## src/memo_hash_table_quadratic_probe_assert.svh

```systemverilog
// assertion macros for the memo hash table block
`ifndef MEMO_HASH_TABLE_QUADRATIC_PROBE_ASSERT_SVH
`define MEMO_HASH_TABLE_QUADRATIC_PROBE_ASSERT_SVH

`ifndef ASSERT_OFF
// same-cycle implication
`define MHTQ_ASSERT_IMPLIES(label, clk_s, rst_s, ante, cons) \
    label: assert property (@(posedge clk_s) disable iff (!rst_s) (ante) |-> (cons)) \
        else $error("memo hash table assertion failed");
// next-cycle implication
`define MHTQ_ASSERT_NEXT(label, clk_s, rst_s, ante, cons) \
    label: assert property (@(posedge clk_s) disable iff (!rst_s) (ante) |=> (cons)) \
        else $error("memo hash table assertion failed");
`else
`define MHTQ_ASSERT_IMPLIES(label, clk_s, rst_s, ante, cons)
`define MHTQ_ASSERT_NEXT(label, clk_s, rst_s, ante, cons)
`endif

`endif

```

## src/memo_htqp_pkg.sv

```systemverilog
// shared constants, word types and control structs of the memo hash table
package memo_htqp_pkg;

    // table geometry (capacity is a power of two)
    localparam int CAPACITY    = 1024;
    localparam int MAX_PROBES  = 32;
    localparam int VALUE_BITS  = 32;

    localparam int SLOT_BITS   = $clog2(CAPACITY);
    localparam int PROBE_BITS  = $clog2(MAX_PROBES + 1);
    localparam int COUNT_BITS  = $clog2(CAPACITY + 1);
    localparam int CFG_BITS    = 11;
    localparam int CMP_BITS    = (COUNT_BITS > CFG_BITS) ? COUNT_BITS : CFG_BITS;

    // field widths
    localparam int IDX_BITS    = 10;
    localparam int POS_BITS    = 24;
    localparam int KEY_BITS    = IDX_BITS + POS_BITS;
    localparam int FIELD_BITS  = 32;
    localparam int STORE_BITS  = (VALUE_BITS < FIELD_BITS) ? VALUE_BITS : FIELD_BITS;
    localparam int STATUS_BITS = 3;

    // stored word: valid, key, value
    localparam int WORD_BITS   = 1 + KEY_BITS + STORE_BITS;

    // probe step arithmetic
    localparam int SQ_BITS     = 2 * PROBE_BITS;
    localparam int STEP_BITS   = ((SLOT_BITS > SQ_BITS) ? SLOT_BITS : SQ_BITS) + 1;

    // home slot hash
    localparam int SUM_BITS    = POS_BITS + 1;
    localparam int HASH_BITS   = 32;
    localparam int HASH_BASE   = 17;
    localparam int HASH_MULT   = 37;

    localparam logic [CFG_BITS-1:0] MAX_ENTRIES_RESET = CFG_BITS'(768);

    // operation codes
    localparam logic CMD_GET = 1'b0;
    localparam logic CMD_PUT = 1'b1;

    // result codes
    localparam logic [STATUS_BITS-1:0] STATUS_HIT      = 3'd0;
    localparam logic [STATUS_BITS-1:0] STATUS_MISS     = 3'd1;
    localparam logic [STATUS_BITS-1:0] STATUS_INSERTED = 3'd2;
    localparam logic [STATUS_BITS-1:0] STATUS_UPDATED  = 3'd3;
    localparam logic [STATUS_BITS-1:0] STATUS_FULL     = 3'd4;

    typedef struct packed {
        logic                  cmd;
        logic [IDX_BITS-1:0]   rule_index;
        logic [POS_BITS-1:0]   position;
        logic [FIELD_BITS-1:0] value_in;
    } req_t;

    typedef struct packed {
        logic [STATUS_BITS-1:0] status;
        logic [FIELD_BITS-1:0]  value_out;
    } rsp_t;

    // controller to datapath
    typedef struct packed {
        logic clear;
        logic load;
        logic issue;
        logic check;
        logic respond;
    } ctrl_cmd_t;

    // datapath to controller
    typedef struct packed {
        logic clear_last;
        logic probe_done;
        logic out_free;
    } ctrl_status_t;

endpackage

```

## src/memo_htqp_ctrl.sv

```systemverilog
// controller state machine: clearing sweep, accept, probe loop, response
module memo_htqp_ctrl (
    input  logic                        clk,
    input  logic                        rst_n,
    input  logic                        req_valid,
    output logic                        req_ready,
    input  memo_htqp_pkg::ctrl_status_t stat,
    output memo_htqp_pkg::ctrl_cmd_t    cmd
);

    typedef enum logic [2:0] {
        S_CLEAR,
        S_IDLE,
        S_ISSUE,
        S_CHECK,
        S_RESP
    } state_t;

    state_t state_reg;
    state_t state_next;

    // next state and commands
    always_comb
    begin
        state_next  = state_reg;
        cmd         = '0;
        req_ready   = 1'b0;
        unique case (state_reg)
            S_CLEAR:
            begin
                cmd.clear = 1'b1;
                if (stat.clear_last)
                begin
                    state_next = S_IDLE;
                end
            end
            S_IDLE:
            begin
                req_ready = 1'b1;
                if (req_valid)
                begin
                    cmd.load   = 1'b1;
                    state_next = S_ISSUE;
                end
            end
            S_ISSUE:
            begin
                cmd.issue  = 1'b1;
                state_next = S_CHECK;
            end
            S_CHECK:
            begin
                cmd.check  = 1'b1;
                state_next = stat.probe_done ? S_RESP : S_ISSUE;
            end
            S_RESP:
            begin
                if (stat.out_free)
                begin
                    cmd.respond = 1'b1;
                    state_next  = S_IDLE;
                end
            end
            default:
            begin
                state_next = S_IDLE;
            end
        endcase
    end

    // state register
    always_ff @(posedge clk or negedge rst_n)
    begin
        if (!rst_n)
        begin
            state_reg <= S_CLEAR;
        end
        else
        begin
            state_reg <= state_next;
        end
    end

endmodule

```

## config.mk

```make
export PLATFORM = sky130hd
export DESIGN_NAME = memo_htqp_ctrl
export DESIGN_NICKNAME = d
export VERILOG_FILES = /design/src/memo_hash_table_quadratic_probe_assert.svh /design/src/memo_htqp_pkg.sv /design/src/memo_htqp_ctrl.sv
export SDC_FILE = /design/constraint.sdc
export NUM_CORES = 1
export LEC_CHECK = 0
export BUFFER_PORTS_ARGS = -buffer_cell sky130_fd_sc_hd__buf_2
export CAP_MARGIN = 20
export CORE_AREA = 5 5 42 44
export CTS_BUF_LIST = sky130_fd_sc_hd__clkbuf_16
export CTS_CLUSTER_SIZE = 28
export DETAILED_ROUTE_END_ITERATION = 10
export DIE_AREA = 0 0 47 49
export HOLD_SLACK_MARGIN = 0.12
export PLACE_DENSITY_LB_ADDON = 0.12
export SYNTH_ARGS = -nofsm -noshare
export SYNTH_HDL_FRONTEND = slang
export SYNTH_SLANG_ARGS = --single-unit
```

## constraint.sdc

```tcl
create_clock -name clk -period 2.3 [get_ports clk]
set_input_delay 0.345 -clock clk [delete_from_list [all_inputs] [get_ports clk]]
set_output_delay 0.345 -clock clk [all_outputs]
set_load 0.03 [all_outputs]
```

==> metrics.txt <==
outcome=completed; Slew headroom=0.757; latest clock arrival within the worst-skew pair=220 ps; Nets=42; Cell Area, Synth=241 um2; CTS Hold Buffers Added=1; H-tree depth=1; final hold slack=367 ps; share of post-route cells with drive strength above 1=0.514; Synth-to-Final Area Change=53.9%; M3 GR Usage=0.0221; Detail Route Antenna Nets=0; Max VDD drop=0.000393 V; Finished Layout Cells=51; Die Wd=47 um; max reg flops=3; Vias/cell=4.06; gr usage total=0.0627; CP Class=reg -> out; die extent in y=49 um; initial antenna violation count=0; CTS tree=built; GRT busiest layer=met1; critical path fanouts, max=10; site row count=14; IO Port Bufs=11; post_cts resized=0; I/O pin count=12; Post-Route Utilization=0.265; Fmax=0.603 GHz; maximum number of pins on one net before global-route repair=11; HP Class=in -> reg; sequential area share after synthesis=0.311; CP endpoint kind=output port; Placer Congestion=0.666; HPWL after DPL=393 um; drt first pass iters=4; Post-Syn Instances=22; first-pass GRT wire length=986 um; fillcell total=161; Final Hold Viols=0; TritonCTS Buffers=3; Least-Margin Pin Slew=365 ps; Max Slew Vio Count=0; Worst Path Arrival=1310 ps; startpoint types=flip-flop; Yosys reg bits=3; Max clock buf depth=2; grt met1 use=0.0837; setup bufs post-CTS=0; DRT iter0 DRCs=2; core area=1400 um2; RSZ-0062 raised after global routing=false; Clock Skew=2.34 ps; Initial Utilization=0.172; grt total ovfl=0; GR Layer Usage met2=0.0679; Final Power=0.000659 W; power per cell area=1770 nW/um2; syn nets=28; standby leakage power=0.180 nW; die area=2300 um2; antenna cell count=0; Setup-failing EPs final=0; max-cap viol count=0; via count=207; # DRC=0; distinct cell type count after synthesis=17; Syn Area/Cell=11.0 um2; clk slew on worst S/H paths=30 ps; dpl cells=46; Wirelength per Cell=11.7 um; Register Area=75.1 um2; root buf cell=clkbuf_16; synth warn=0; vias in the first global route=229; sum of negative setup slack=0 ps; period utilisation layout=0.721; area of the multi-input gates=129 um2; clk sink count=3; final WL=598 um; Critical Path RT=1960 ps; Tmin final=1660 ps
-- placed cells by master, fill, tap and decap left out --
master	synthesis	final
o21a_1	1	1
nand2_1	1	1
nor4_1	1	1
a211oi_2	1	1
nand3b_1	1	1
dfrtp_1	3	3
nor3b_1	1	1
nor4b_4	1	1
clkbuf_16	0	3
a21oi_1	1	1
a21bo_2	1	1
and2_1	1	1
nor3_1	2	2
buf_2	0	11
and3b_1	1	1
nor3b_2	1	1
a21o_1	1	1
inv_1	1	2
dlygate4sd3_1	0	1
-- logic make-up after synthesis --
| family | Yosys count | share of synthesized area |
|---|---|---|
| flip-flops | 3 | 0.311 |
| AO/OA/AOI/OAI | 5 | 0.176 |
| AND/OR/NAND/NOR | 10 | 0.358 |
| buffers and inverters | 4 | 0.155 |
-- area by class of cell --
type,instances,area share
flip-flops and latches,3,0.202
well taps,16,0.0539
clock inverters,1,0.0101
inverters,1,0.0101
multi-input cells,15,0.347
repair buffers,12,0.175
clock buffers,3,0.202
-- power by group --
part	internal [W]	switching, W	leakage (nW)
registers	0.0000755	0.0000680	0.0373
clock network	0.000224	0.0000482	0.0423
logic	0.000102	0.000141	0.100
total	0.000402	0.000257	0.180
-- worst paths after layout --
path,endpoint,slack (ps),from,cells past startpoint
worst max register to register,state_reg[0],1240,state_reg[0],2
worst min-delay path,state_reg[2],370,stat[1],2
max in group asynchronous,state_reg[1],1750,rst_n,2
worst min register to register,state_reg[1],640,state_reg[2],1
worst max-delay path,cmd[3],640,state_reg[0],3
min in group asynchronous,state_reg[0],440,rst_n,2
-- critical path, stage by stage (launching register included) --
cell     delay, ps
dfrtp_1        530
nor3b_2        230
and2_1         140
buf_2          180
-- per-stage QoR --
| step | area, um2 | setup WS (ps) |
|---|---|---|
| after detailed placement | 283 | 864 |
| after global routing | 372 | 558 |
| final | 372 | 642 |
| after CTS | 372 | 625 |
| after floorplan | 241 | 616 |
| after global placement | 283 | 884 |
-- synthesized netlist by cell type --
cell type	number	area (um2)
buf_6	3	33.8
dfrtp_1	3	75.1
nor3_1	2	10.0
a211oi_2	1	12.5
a21bo_2	1	10.0
a21o_1	1	7.51
a21oi_1	1	5.00
and2_1	1	6.26
and3b_1	1	8.76
inv_1	1	3.75
nand2_1	1	3.75
nand3b_1	1	7.51
nor3b_1	1	7.51
nor3b_2	1	12.5
nor4_1	1	6.26
nor4b_4	1	23.8
o21a_1	1	7.51
-- metal layers --
metal / routed length [um] / vias to the layer above
li1: - / 106
met3: 46 / 0
met2: 271 / 11
met5: 0 / -
met1: 279 / 90
met4: 0 / 0
Note: power is estimated with default switching activity, not from simulation.
